## config.mk

```make
export PLATFORM = sky130hd
export DESIGN_NAME = bmp_fit_scale_address_generator
export DESIGN_NICKNAME = d
export VERILOG_FILES = /design/src/design/bfsa_pkg.sv /design/src/design/bfsa_div.sv /design/src/design/bfsa_cfg.sv /design/src/design/bmp_fit_scale_address_generator.sv
export SDC_FILE = /design/constraint.sdc
export NUM_CORES = 2
export LEC_CHECK = 0
export CAP_MARGIN = 20
export CORE_ASPECT_RATIO = 1.75
export CORE_UTILIZATION = 48
export CTS_BUF_LIST = sky130_fd_sc_hd__clkbuf_4 sky130_fd_sc_hd__clkbuf_8 sky130_fd_sc_hd__clkbuf_16
export DETAILED_ROUTE_END_ITERATION = 6
export DONT_BUFFER_PORTS = 1
export PLACE_DENSITY = 0.64
export RECOVER_POWER = 25
export SYNTH_ARGS = -nofsm -noshare
export SYNTH_HDL_FRONTEND = slang
export SYNTH_SLANG_ARGS = --single-unit
```

## constraint.sdc

```tcl
create_clock -name i_clk -period 10.4 [get_ports i_clk]
set_clock_uncertainty 0.15 [all_clocks]
set_input_delay 2.6 -clock i_clk [delete_from_list [all_inputs] [get_ports i_clk]]
set_output_delay 2.6 -clock i_clk [all_outputs]
set_load 0.005 [all_outputs]
```

## src/design/bfsa_pkg.sv

```systemverilog
// Shared types and constants for the bitmap fit-scale address generator.
// No dependencies; imported by bfsa_cfg and bmp_fit_scale_address_generator.
package bfsa_pkg;

    localparam int OFF_W   = 32;
    localparam int SRC_W   = 13;
    localparam int BOXP_W  = 10;
    localparam int BOXS_W  = 11;
    localparam int SCR_W   = 11;
    localparam int CFG_IDX_W = 3;

    typedef enum logic [CFG_IDX_W-1:0] {
        CFG_DATA_OFFSET    = 3'd0,
        CFG_SOURCE_WIDTH   = 3'd1,
        CFG_SOURCE_HEIGHT  = 3'd2,
        CFG_ROWS_BOTTOM_UP = 3'd3,
        CFG_BOX_LEFT       = 3'd4,
        CFG_BOX_TOP        = 3'd5,
        CFG_BOX_WIDTH      = 3'd6,
        CFG_BOX_HEIGHT     = 3'd7
    } t_cfg_idx;

    typedef struct packed {
        logic [OFF_W-1:0]  data_offset;
        logic [SRC_W-1:0]  source_width;
        logic [SRC_W-1:0]  source_height;
        logic              rows_bottom_up;
        logic [BOXP_W-1:0] box_left;
        logic [BOXP_W-1:0] box_top;
        logic [BOXS_W-1:0] box_width;
        logic [BOXS_W-1:0] box_height;
    } t_cfg;

    localparam logic [OFF_W-1:0]  RST_DATA_OFFSET    = 32'd54;
    localparam logic [SRC_W-1:0]  RST_SOURCE_WIDTH   = 13'd1;
    localparam logic [SRC_W-1:0]  RST_SOURCE_HEIGHT  = 13'd1;
    localparam logic              RST_ROWS_BOTTOM_UP = 1'b1;
    localparam logic [BOXP_W-1:0] RST_BOX_LEFT       = 10'd0;
    localparam logic [BOXP_W-1:0] RST_BOX_TOP        = 10'd0;
    localparam logic [BOXS_W-1:0] RST_BOX_WIDTH      = 11'd240;
    localparam logic [BOXS_W-1:0] RST_BOX_HEIGHT     = 11'd240;

    typedef enum logic [2:0] {
        S_IDLE,
        S_FIT_WAIT,
        S_FIT_END,
        S_PIX_GO,
        S_PIX_WAIT,
        S_MUL,
        S_ADD,
        S_EMIT
    } t_state;

endpackage

```

## src/design/bfsa_div.sv

```systemverilog
// Bit-serial restoring divider: one quotient bit per cycle, MSB first.
// Stand-alone; no package dependency.
module bfsa_div #(
    parameter int DVD_W = 24,
    parameter int DVS_W = 13
) (
    input  logic             i_clk,
    input  logic             i_rst_n,
    input  logic             i_start,
    input  logic [DVD_W-1:0] i_dividend,
    input  logic [DVS_W-1:0] i_divisor,
    output logic             o_busy,
    output logic [DVD_W-1:0] o_quotient
);

    localparam int CNT_W = $clog2(DVD_W + 1);

    logic             r_busy;
    logic [CNT_W-1:0] r_cnt;
    logic [DVD_W-1:0] r_acc;
    logic [DVS_W-1:0] r_rem;
    logic [DVS_W-1:0] r_dvs;

    logic [DVS_W:0] trial;
    logic [DVS_W:0] diff;
    logic           ge;

    assign trial = {r_rem, r_acc[DVD_W-1]};
    assign diff  = trial - {1'b0, r_dvs};
    assign ge    = (trial >= {1'b0, r_dvs});

    always_ff @(posedge i_clk) begin
        if (!i_rst_n) begin
            r_busy <= 1'b0;
            r_cnt  <= '0;
        end else if (i_start) begin
            r_busy <= 1'b1;
            r_cnt  <= CNT_W'(DVD_W);
            r_acc  <= i_dividend;
            r_rem  <= '0;
            r_dvs  <= i_divisor;
        end else if (r_busy) begin
            r_busy <= (r_cnt != CNT_W'(1));
            r_cnt  <= r_cnt - CNT_W'(1);
            r_acc  <= {r_acc[DVD_W-2:0], ge};
            r_rem  <= ge ? diff[DVS_W-1:0] : trial[DVS_W-1:0];
        end
    end

    assign o_busy     = r_busy;
    assign o_quotient = r_acc;

    a_cnt_live: assert property (@(posedge i_clk) disable iff (!i_rst_n)
        r_busy |-> (r_cnt != '0))
        else $error("divider busy with zero count");

    a_rem_bound: assert property (@(posedge i_clk) disable iff (!i_rst_n)
        r_busy |-> (r_rem < r_dvs))
        else $error("partial remainder not below divisor");

    a_start_busy: assert property (@(posedge i_clk) disable iff (!i_rst_n)
        i_start |=> r_busy)
        else $error("divider did not go busy after start");

endmodule

```

## src/design/bfsa_cfg.sv

```systemverilog
// Configuration register file with reset values and indexed write decode.
// Depends on bfsa_pkg for the register struct, index codes and reset values.
module bfsa_cfg (
    input  logic                           i_clk,
    input  logic                           i_rst_n,
    input  logic                           i_cfg_we,
    input  logic [bfsa_pkg::CFG_IDX_W-1:0] i_cfg_index,
    input  logic [bfsa_pkg::OFF_W-1:0]     i_cfg_data,
    output bfsa_pkg::t_cfg                 o_regs
);

    import bfsa_pkg::*;

    t_cfg r_regs;

    always_ff @(posedge i_clk) begin
        if (!i_rst_n) begin
            r_regs.data_offset    <= RST_DATA_OFFSET;
            r_regs.source_width   <= RST_SOURCE_WIDTH;
            r_regs.source_height  <= RST_SOURCE_HEIGHT;
            r_regs.rows_bottom_up <= RST_ROWS_BOTTOM_UP;
            r_regs.box_left       <= RST_BOX_LEFT;
            r_regs.box_top        <= RST_BOX_TOP;
            r_regs.box_width      <= RST_BOX_WIDTH;
            r_regs.box_height     <= RST_BOX_HEIGHT;
        end else if (i_cfg_we) begin
            unique case (t_cfg_idx'(i_cfg_index))
                CFG_DATA_OFFSET:    r_regs.data_offset    <= i_cfg_data;
                CFG_SOURCE_WIDTH:   r_regs.source_width   <= i_cfg_data[SRC_W-1:0];
                CFG_SOURCE_HEIGHT:  r_regs.source_height  <= i_cfg_data[SRC_W-1:0];
                CFG_ROWS_BOTTOM_UP: r_regs.rows_bottom_up <= i_cfg_data[0];
                CFG_BOX_LEFT:       r_regs.box_left       <= i_cfg_data[BOXP_W-1:0];
                CFG_BOX_TOP:        r_regs.box_top        <= i_cfg_data[BOXP_W-1:0];
                CFG_BOX_WIDTH:      r_regs.box_width      <= i_cfg_data[BOXS_W-1:0];
                CFG_BOX_HEIGHT:     r_regs.box_height     <= i_cfg_data[BOXS_W-1:0];
            endcase
        end
    end

    assign o_regs = r_regs;

endmodule

```

## src/design/bmp_fit_scale_address_generator.sv

```systemverilog
// Top level of the aspect-fit nearest-neighbor bitmap address generator.
// Depends on bfsa_pkg, bfsa_cfg and two bfsa_div serial dividers.
//
//  channel | direction | handshake                 | beat contents
//  --------+-----------+---------------------------+-----------------------------------
//  in      | input     | i_in_valid / o_in_stall   | i_start_req
//  out     | output    | o_out_valid / i_out_stall | o_valid_res, o_screen_x, o_screen_y,
//          |           |                           | o_source_offset, o_row_end, o_image_end
//  cfg     | input     | i_cfg_we                  | i_cfg_index, i_cfg_data
//
// A pixel beat runs both pixel divisions, then a multiply and an add, to the output register.
// The dividend width of the bit-serial dividers is log2 source dim + log2 box dim, 24 at the
// defaults. A start beat runs both fit divisions first; an idle beat goes straight to output.
// Both source coordinates are divided in parallel on two dividers; one beat is in flight.
// Reset is synchronous and leaves the block finished, waiting for a start beat.
// A stalled output holds the result; the next input beat is taken while it waits.
module bmp_fit_scale_address_generator #(
    parameter int MAX_SOURCE_DIM = 4096,
    parameter int MAX_BOX_DIM    = 1024
) (
    input  logic        i_clk,
    input  logic        i_rst_n,
    input  logic        i_in_valid,
    output logic        o_in_stall,
    input  logic        i_start_req,
    output logic        o_out_valid,
    input  logic        i_out_stall,
    output logic        o_valid_res,
    output logic [10:0] o_screen_x,
    output logic [10:0] o_screen_y,
    output logic [31:0] o_source_offset,
    output logic        o_row_end,
    output logic        o_image_end,
    input  logic        i_cfg_we,
    input  logic [2:0]  i_cfg_index,
    input  logic [31:0] i_cfg_data
);

    import bfsa_pkg::*;

    localparam int SW_W    = $clog2(MAX_SOURCE_DIM + 1);
    localparam int BW_W    = $clog2(MAX_BOX_DIM + 1);
    localparam int DW      = SW_W + BW_W;
    localparam int DV_W    = (SW_W > BW_W) ? SW_W : BW_W;
    localparam int PITCH_W = SW_W + 2;
    localparam int PRD_W   = SW_W + PITCH_W;

    function automatic logic [BW_W-1:0] fit_clamp(input logic [DW-1:0] v,
                                                  input logic [BW_W-1:0] hi);
        logic [BW_W-1:0] res;
        if (v == '0) begin
            res = BW_W'(1);
        end else if (v > DW'(hi)) begin
            res = hi;
        end else begin
            res = BW_W'(v);
        end
        return res;
    endfunction

    t_cfg   cfg;
    t_state r_state, n_state;

    logic               r_finished;
    logic               r_pix;
    logic [BW_W-1:0]    r_col, r_row;
    logic [BW_W-1:0]    r_fit_w, r_fit_h;
    logic [SCR_W-1:0]   r_origin_x, r_origin_y;
    logic [PITCH_W-1:0] r_pitch;
    logic [OFF_W-1:0]   r_term;

    logic               r_out_valid;
    logic               r_valid_res;
    logic [SCR_W-1:0]   r_screen_x, r_screen_y;
    logic [OFF_W-1:0]   r_source_offset;
    logic               r_row_end, r_image_end;

    logic [SW_W-1:0]    sw_c, sh_c;
    logic [BW_W-1:0]    bw_c, bh_c;
    logic               in_acc, out_free, div_go, use_fit;
    logic [DW-1:0]      dvd_a, dvd_b, q_a, q_b;
    logic [DV_W-1:0]    dvs_a, dvs_b;
    logic               busy_a, busy_b;

    logic               fit_gt;
    logic [BW_W-1:0]    ow_n, oh_n, half_x, half_y;
    logic [PITCH_W-1:0] pitch_raw;
    logic [SW_W-1:0]    sxq, syq, syf;
    logic [SW_W+1:0]    sx3;
    logic [PRD_W-1:0]   term_prod;
    logic [BW_W:0]      col_inc, row_inc;
    logic               rend, iend;

    bfsa_cfg u_cfg (
        .i_clk       (i_clk),
        .i_rst_n     (i_rst_n),
        .i_cfg_we    (i_cfg_we),
        .i_cfg_index (i_cfg_index),
        .i_cfg_data  (i_cfg_data),
        .o_regs      (cfg)
    );

    assign sw_c = (cfg.source_width == '0) ? SW_W'(1) :
                  (32'(cfg.source_width) > MAX_SOURCE_DIM) ? SW_W'(MAX_SOURCE_DIM) :
                  SW_W'(cfg.source_width);
    assign sh_c = (cfg.source_height == '0) ? SW_W'(1) :
                  (32'(cfg.source_height) > MAX_SOURCE_DIM) ? SW_W'(MAX_SOURCE_DIM) :
                  SW_W'(cfg.source_height);
    assign bw_c = (cfg.box_width == '0) ? BW_W'(1) :
                  (32'(cfg.box_width) > MAX_BOX_DIM) ? BW_W'(MAX_BOX_DIM) :
                  BW_W'(cfg.box_width);
    assign bh_c = (cfg.box_height == '0) ? BW_W'(1) :
                  (32'(cfg.box_height) > MAX_BOX_DIM) ? BW_W'(MAX_BOX_DIM) :
                  BW_W'(cfg.box_height);

    // fit divisions in IDLE, pixel divisions otherwise
    assign use_fit = (r_state == S_IDLE);
    assign dvd_a   = use_fit ? DW'(sh_c) * DW'(bw_c) : DW'(r_col) * DW'(sw_c);
    assign dvd_b   = use_fit ? DW'(sw_c) * DW'(bh_c) : DW'(r_row) * DW'(sh_c);
    assign dvs_a   = use_fit ? DV_W'(sw_c) : DV_W'(r_fit_w);
    assign dvs_b   = use_fit ? DV_W'(sh_c) : DV_W'(r_fit_h);

    bfsa_div #(.DVD_W(DW), .DVS_W(DV_W)) u_div_a (
        .i_clk      (i_clk),
        .i_rst_n    (i_rst_n),
        .i_start    (div_go),
        .i_dividend (dvd_a),
        .i_divisor  (dvs_a),
        .o_busy     (busy_a),
        .o_quotient (q_a)
    );

    bfsa_div #(.DVD_W(DW), .DVS_W(DV_W)) u_div_b (
        .i_clk      (i_clk),
        .i_rst_n    (i_rst_n),
        .i_start    (div_go),
        .i_dividend (dvd_b),
        .i_divisor  (dvs_b),
        .o_busy     (busy_b),
        .o_quotient (q_b)
    );

    assign fit_gt    = (q_a > DW'(bh_c));
    assign ow_n      = fit_clamp(fit_gt ? q_b : DW'(bw_c), bw_c);
    assign oh_n      = fit_clamp(fit_gt ? DW'(bh_c) : q_a, bh_c);
    assign half_x    = (bw_c - ow_n) >> 1;
    assign half_y    = (bh_c - oh_n) >> 1;
    assign pitch_raw = {1'b0, sw_c, 1'b0} + PITCH_W'(sw_c) + PITCH_W'(3);

    assign sxq       = q_a[SW_W-1:0];
    assign syq       = q_b[SW_W-1:0];
    assign syf       = cfg.rows_bottom_up ? (sh_c - SW_W'(1) - syq) : syq;
    assign term_prod = PRD_W'(syf) * PRD_W'(r_pitch);
    assign sx3       = {1'b0, sxq, 1'b0} + (SW_W+2)'(sxq);

    assign col_inc = {1'b0, r_col} + (BW_W+1)'(1);
    assign row_inc = {1'b0, r_row} + (BW_W+1)'(1);
    assign rend    = (col_inc >= {1'b0, r_fit_w});
    assign iend    = rend && (row_inc >= {1'b0, r_fit_h});

    assign in_acc   = i_in_valid && (r_state == S_IDLE);
    assign out_free = !r_out_valid || !i_out_stall;

    always_ff @(posedge i_clk) begin
        if (!i_rst_n) begin
            r_state <= S_IDLE;
        end else begin
            r_state <= n_state;
        end
    end

    always_comb begin
        n_state = r_state;
        div_go  = 1'b0;
        unique case (r_state)
            S_IDLE: begin
                if (in_acc) begin
                    priority if (i_start_req) begin
                        div_go  = 1'b1;
                        n_state = S_FIT_WAIT;
                    end else if (r_finished) begin
                        n_state = S_EMIT;
                    end else begin
                        n_state = S_PIX_GO;
                    end
                end
            end
            S_FIT_WAIT: begin
                if (!busy_a && !busy_b) begin
                    n_state = S_FIT_END;
                end
            end
            S_FIT_END: n_state = S_PIX_GO;
            S_PIX_GO: begin
                div_go  = 1'b1;
                n_state = S_PIX_WAIT;
            end
            S_PIX_WAIT: begin
                if (!busy_a && !busy_b) begin
                    n_state = S_MUL;
                end
            end
            S_MUL: n_state = S_ADD;
            S_ADD: n_state = S_EMIT;
            S_EMIT: begin
                if (out_free) begin
                    n_state = S_IDLE;
                end
            end
        endcase
    end

    always_ff @(posedge i_clk) begin
        if (!i_rst_n) begin
            r_finished  <= 1'b1;
            r_pix       <= 1'b0;
            r_col       <= '0;
            r_row       <= '0;
            r_out_valid <= 1'b0;
        end else begin
            if ((r_state == S_EMIT) && out_free) begin
                r_out_valid <= 1'b1;
            end else if (r_out_valid && !i_out_stall) begin
                r_out_valid <= 1'b0;
            end
            unique case (r_state)
                S_IDLE: begin
                    if (in_acc) begin
                        r_pix <= 1'b0;
                    end
                end
                S_FIT_END: begin
                    r_fit_w    <= ow_n;
                    r_fit_h    <= oh_n;
                    r_origin_x <= SCR_W'(cfg.box_left) + SCR_W'(half_x);
                    r_origin_y <= SCR_W'(cfg.box_top) + SCR_W'(half_y);
                    r_pitch    <= {pitch_raw[PITCH_W-1:2], 2'b00};
                    r_col      <= '0;
                    r_row      <= '0;
                    r_finished <= 1'b0;
                end
                S_PIX_GO: r_pix <= 1'b1;
                S_MUL:    r_term <= OFF_W'(term_prod);
                S_ADD:    r_term <= r_term + OFF_W'(sx3);
                S_EMIT: begin
                    if (out_free) begin
                        r_valid_res <= r_pix;
                        if (r_pix) begin
                            r_screen_x      <= r_origin_x + SCR_W'(r_col);
                            r_screen_y      <= r_origin_y + SCR_W'(r_row);
                            r_source_offset <= cfg.data_offset + r_term;
                            r_row_end       <= rend;
                            r_image_end     <= iend;
                            if (rend) begin
                                r_col <= '0;
                                r_row <= row_inc[BW_W-1:0];
                                if (iend) begin
                                    r_finished <= 1'b1;
                                end
                            end else begin
                                r_col <= col_inc[BW_W-1:0];
                            end
                        end else begin
                            r_screen_x      <= '0;
                            r_screen_y      <= '0;
                            r_source_offset <= '0;
                            r_row_end       <= 1'b0;
                            r_image_end     <= 1'b0;
                        end
                    end
                end
                default: begin
                end
            endcase
        end
    end

    assign o_in_stall      = (r_state != S_IDLE);
    assign o_out_valid     = r_out_valid;
    assign o_valid_res     = r_valid_res;
    assign o_screen_x      = r_screen_x;
    assign o_screen_y      = r_screen_y;
    assign o_source_offset = r_source_offset;
    assign o_row_end       = r_row_end;
    assign o_image_end     = r_image_end;

    a_col_range: assert property (@(posedge i_clk) disable iff (!i_rst_n)
        !r_finished |-> (r_col < r_fit_w))
        else $error("column cursor beyond fitted width");

    a_row_range: assert property (@(posedge i_clk) disable iff (!i_rst_n)
        !r_finished |-> (r_row < r_fit_h))
        else $error("row cursor beyond fitted height");

    a_fit_nonzero: assert property (@(posedge i_clk) disable iff (!i_rst_n)
        !r_finished |-> ((r_fit_w != '0) && (r_fit_h != '0)))
        else $error("zero fitted size while drawing");

    a_end_marks: assert property (@(posedge i_clk) disable iff (!i_rst_n)
        (r_out_valid && r_image_end) |-> (r_row_end && r_valid_res))
        else $error("image end without row end on a pixel");

endmodule

```

After elaboration in Yosys (flattened, before gate mapping). Cells that the tools add are included.

Register bits after elaboration: 387. Word-level logic and storage cells: 207.

Mux-type cells: 63. Magnitude comparators: 11. $mul: 5. Bitwise gates (word level): 1. Equality and inequality tests: 23. Add/sub/neg operators: 19. Reduce and logical (&&, ||, !) cells: 45.

Operator list (number): $mux W24 (8); $mux W11 (16); $mux W13 (9); $gt A24 B11 Y1 (3); $pmux W32 S2 (1); $logic_not A24 Y1 (2); $mul A11 B13 Y24 (2); $mul A13 B11 Y24 (2); $pmux W11 S2 (2); $sub A13 B13 Y13 (3); $add A32 B15 Y32 (1); $add A32 B32 Y32 (1); $add A14 B13 Y15 (2); $ge A14 B13 Y1 (2); $reduce_and A2 Y1 (14); $gt A13 B13 Y1 const B (2); $logic_not A13 Y1 (2); $mul A13 B13 Y26 (1); $add A11 B1 Y12 const B (2); $eq A3 B3 Y1 const B (8); $ge A12 B11 Y1 (2); $pmux W3 S8 (1); $add A10 B10 Y11 (2); $add A11 B11 Y11 (2); other kinds (25) (77).

Logic depth before layout (Yosys ltp).
Word-level depth: 10. Mapped depth: 46. Gate-level depth less buffers: 42.

Cells and area by module. Synthesis repeated with hierarchy kept, for this count alone.

Cells, all modules: 5445. Area total of the unflattened synthesis: 48652.9 µm².

Modules (own cells, without submodules): bmp_fit_scale_address_generator (area each 38956.1 µm², cells each 4593, instances 1); bfsa_div (area each 2916.5 µm², cells each 236, instances 2); bfsa_cfg (area each 3863.7 µm², cells each 380, instances 1).

Worst setup path before layout. Ideal clock, no wire load.

Path kind: reg2reg. Start point: register u_cfg.r_regs (netlist bit u_cfg.o_regs[47]). End point: register r_term[25], data pin. Path buffers: 2. Stages on the path, launching flop included: 39. Clock period less this slack: 8.410 ns. Slack: 1.990 ns. Data arrival time: 7.994 ns. Cells stage by stage: dfxtp_1 > nor4_1 > a31oi_1 > or2_2 > inv_1 > clkbuf_1 > ha_1 > inv_1 > fa_1 > nor2b_1 > o21ai_1 > a21boi_1 > o21ai_1 > a21boi_1 > o2111ai_1 > nand3b_1 > xnor2_1 > mux2i_1 > [3 not listed] > inv_1 > fa_1 > inv_1 > fa_1 > inv_1 > fa_1 > fa_1 > ha_1 > a21o_1 > a21o_1 > a21o_1 > a21o_1 > a221oi_1 > nand2b_1 > nand2b_1 > a211oi_1 > or3_1 > o21ai_1.

Word-level cells in the longest chain between the ends: 8. Elaborated cells on any way between the ends: 9. Classes of those cells: 2 x add/sub; 1 x mul; 1 x order compare; 4 x mux; 1 x reduce/logical.

Ends and longest elaborated chain: start, declared (line bfsa_cfg.sv:14) `t_cfg r_regs;`; $gt A13 B13 Y1 (line bmp_fit_scale_address_generator.sv:107) `(32'(cfg.source_height) > MAX_SOURCE_DIM) ? SW_W'(MAX_SOURCE_DIM) :`; $mux W13 (line bmp_fit_scale_address_generator.sv:107); $mux W13 * (line bmp_fit_scale_address_generator.sv:106) `assign sh_c = (cfg.source_height == '0) ? SW_W'(1) :`; $sub A13 B1 Y13 * (line bmp_fit_scale_address_generator.sv:152) `assign syf = cfg.rows_bottom_up ? (sh_c - SW_W'(1) - syq) : syq;`; $sub A13 B13 Y13 * (line bmp_fit_scale_address_generator.sv:152); $mux W13 * (line bmp_fit_scale_address_generator.sv:152); $mul A13 B13 Y26 * (line bmp_fit_scale_address_generator.sv:153) `assign term_prod = PRD_W'(syf) * PRD_W'(r_pitch);`; $pmux W32 S2 * (line bmp_fit_scale_address_generator.sv:226) `unique case (r_state)`; end signal, assigned (line bmp_fit_scale_address_generator.sv:243) `S_MUL: r_term <= OFF_W'(term_prod);`; end signal, assigned (line bmp_fit_scale_address_generator.sv:244) `S_ADD: r_term <= r_term + OFF_W'(sx3);`; end, declared (line bmp_fit_scale_address_generator.sv:70) `logic [OFF_W-1:0] r_term;`.

Mark *: on every way between the ends. The rest lies on a longest branch, timed or not. A chain may end at the register's enable or synchronous reset.

Worst setup path after layout. Ends and elaborated chain as after synthesis.

==> out/metrics.cfg <==
[placement]
dp_hpwl_um=126800
placed_area_sq_um=49990
dp_cells=6759
preCtsSetupSlack_ns=1.455
portBuffers=0
gp_congestion=1.023

[status]
violations=max-capacitance violations, max-slew violations
status=finished with violations

[cells_and_area]
fin_nets=6611
drive_above_1_share=0.04021
area_delta_synth_final_pct=6.197
fillers=9461
final_cells=6842
fin_area_sq_um=51330
final_common_cell=nand2_1
final_cell_mix=nand2_1, inv_1, ha_1, fa_1, nor2_1

[timing]
rsz0062_at_grt=false
fin_crit_sh=0.8799
finalSetupViolCount=0
worstMarginPinSlew_ns=3.210
min_period_ns=9.151
layout_setup_ws_ns=1.249
fmax_mhz=109.3
finalHoldViolCount=0
max-slew-margin-rel=-1.140
drv_slew=284
tns_ns=0

[synth]
synthCells=5577
synth_cell_types=82
synth_seq_cells=387
synth_edf_count=246
synth_warnings=0
async_flop_share=0
yosysSeqAreaShare=0.2112
syn_area_sq_um=48340
synth.net_count=6700
synth_top_cell_by_area=fa_1
synth_top_flop_cell=edfxtp_1
synth_top_cell_area_share=0.2220
synthTopCellsByArea=fa_1, edfxtp_1, ha_1, nand2_1, inv_1
syn_avg_cell_area_sq_um=8.668

[floorplan]
die_w_um=241.9
dieArea_sq_um=102000
std_cell_rows=153
ios=100
initial_core_util=0.4856
core_sq_um=99550
dieHeight_um=421.8

[pwr]
power_density_nw_per_um2=284.2
power.leakage_uw=0.02407
vdd_drop_max_v=0.001205
power_uw=14590

[route]
drtAntennaViolNets=0
drtPass1Iterations=7
num_vias=39570
routed_wl_um=161900
drcViolationCount=0
wl_per_cell_um=23.66
drt_iter0_drc=2298
vias_per_cell=5.784

[worst_setup_path]
path_class=register to register
critPathRequiredTime_ns=10.61
r2r_cells=36
cp_common_cell=fa_1
critical_path_arrival_ns=9.37
r2r_start=u_cfg.o_regs[47]
ff2ff_setup_slack_ns=1.25
critical_path.max_fanout=11
cp_slowest_cell=fa_1
max_stage_delay_ns=0.50
end_kind=register
crit_path_start_kind=register
r2r_end=r_term[25]

[clock_tree]
cts_hold_buf=0
cts_root_buffer=clkbuf_16
tritoncts=built
post_cts_buffers=0
cts_max_path_buffers=3
cts_made_buffers=41
cts-htree-levels=2
clk_pin_slew_ns=0.07
ctsResizeCount=0
clk_latency_ns=0.62
cts.sinks=387

[global_routing]
track_usage=0.3196
use_met2=0.5884
grt_pass1_vias=41200
grt-busiest-layer=met2
grt_max_degree=63
grt_pass1_wl_um=244300
grt_util_met1=0.3112
grt_remaining_overflow=0
antenna_found_initial=12
use_met3=0.04153

[worst_hold_path]
hold_class=register to register
holdPathEnd=u_cfg.o_regs[86]
hold_depth=2
min-delay-start=u_cfg.o_regs[86]

[run]
max-cap-violations=7

[routing by layer]
| layer | vias up | wire length (um) |
|---|---|---|
| li1 | 18000 | - |
| met1 | 19690 | 54110 |
| met2 | 1280 | 83440 |
| met3 | 597 | 7260 |
| met4 | 10 | 17000 |
| met5 | - | 72 |
[final cells by class]
class,instances,area (sq um),area share
Multi-Input combinational cell,4156,34270,0.6677
Sequential cell,387,10210,0.1989
Inverter,788,2960,0.05767
Tap cell,1317,1648,0.03210
Clock buffer,49,1116,0.02174
Timing Repair Buffer,114,810.8,0.01579
Clock inverter,27,305.3,0.005947
Antenna cell,4,10.01,0.0001950
[cells by family (layout without fill, tap and decap cells)]
kind of cell | count (synthesis) | in the layout | synth area share
DFF | 387 | 387 | 0.2112
buffers and inverters | 1034 | 978 | 0.08034
xor gates and xnor gates | 236 | 236 | 0.04276
AOI/OAI and AO/OA | 851 | 851 | 0.1086
other | 0 | 4 | 0
muxes | 57 | 57 | 0.01214
and+or+nand+nor | 1930 | 1930 | 0.1817
adders and majority gates | 1082 | 1082 | 0.3633
[worst max-delay path by stage]
stage | start | to | depth (start not counted)
2_1_floorplan | u_cfg.o_regs[47] | r_term[25] | 38
3_3_place_gp | u_cfg.o_regs[47] | r_term[25] | 36
3_5_place_dp | u_cfg.o_regs[47] | r_term[25] | 36
4_1_cts | u_cfg.o_regs[47] | r_term[25] | 36
5_1_grt | u_cfg.o_regs[49] | r_term[25] | 36
6_report | u_cfg.o_regs[47] | r_term[25] | 36
[power by group]
group          leakage [uW]  switching [uW]  total (uW)  internal, uW
clock network      0.000695             740        1600           864
registers           0.00339             285        2610          2320
logic                0.0200            6350       10400          4020
total                0.0241            7380       14600          7210
[sequential cells by signal (all words and copies together) (netlist names), 13 cells and up]
register	count
o_source_offset	32
u_div_b.r_dvs	13
u_div_a.r_rem	13
r_term	32
u_cfg.o_regs	101
r_pitch	13
u_div_b.r_rem	13
u_div_a.o_quotient	24
u_div_a.r_dvs	13
u_div_b.o_quotient	24
[through the flow]
stage / hold WS, ns / util
6_report: 0.3120 / 0.5157
5_1_grt: 0.3291 / 0.5156
4_1_cts: 0.3115 / 0.5165
3_5_place_dp: 0.3018 / 0.5022
3_3_place_gp: 0.2959 / 0.5021
2_1_floorplan: 0.2564 / -
[synthesized netlist by cell type (13+ instances only)]
library cell / count
a211o_1: 13
nand2b_1: 79
dfxtp_1: 141
a21boi_1: 13
nor3_1: 69
nand3_1: 90
fa_1: 536
xnor2_1: 143
or3_1: 28
xor2_1: 93
and3_1: 35
mux2i_1: 44
a21oi_1: 290
buf_1: 18
or2_1: 15
o21bai_1: 23
nand3b_1: 13
nor4_1: 17
nor2b_1: 60
nor2_1: 388
and2_1: 182
clkbuf_1: 226
o21a_1: 31
o21ai_1: 57
edfxtp_1: 246
nand2_1: 885
clkinv_1: 13
o21ai_0: 149
a31oi_1: 39
a211oi_1: 38
inv_1: 773
ha_1: 546
nand4_1: 32
a21o_1: 76
o211ai_1: 31
[worst max-delay path: cells and delay by family, from the launching register on]
family | cells | cell delay [ns]
AO/OA/AOI/OAI | 14 | 2.44
AND/OR/NAND/NOR | 7 | 1.47
adder cells (fa/ha/maj) | 8 | 3.45
multiplexers | 2 | 0.67
buffers and inverters | 5 | 0.40
flip-flops | 1 | 0.32
(Power assumes the default switching activity.)
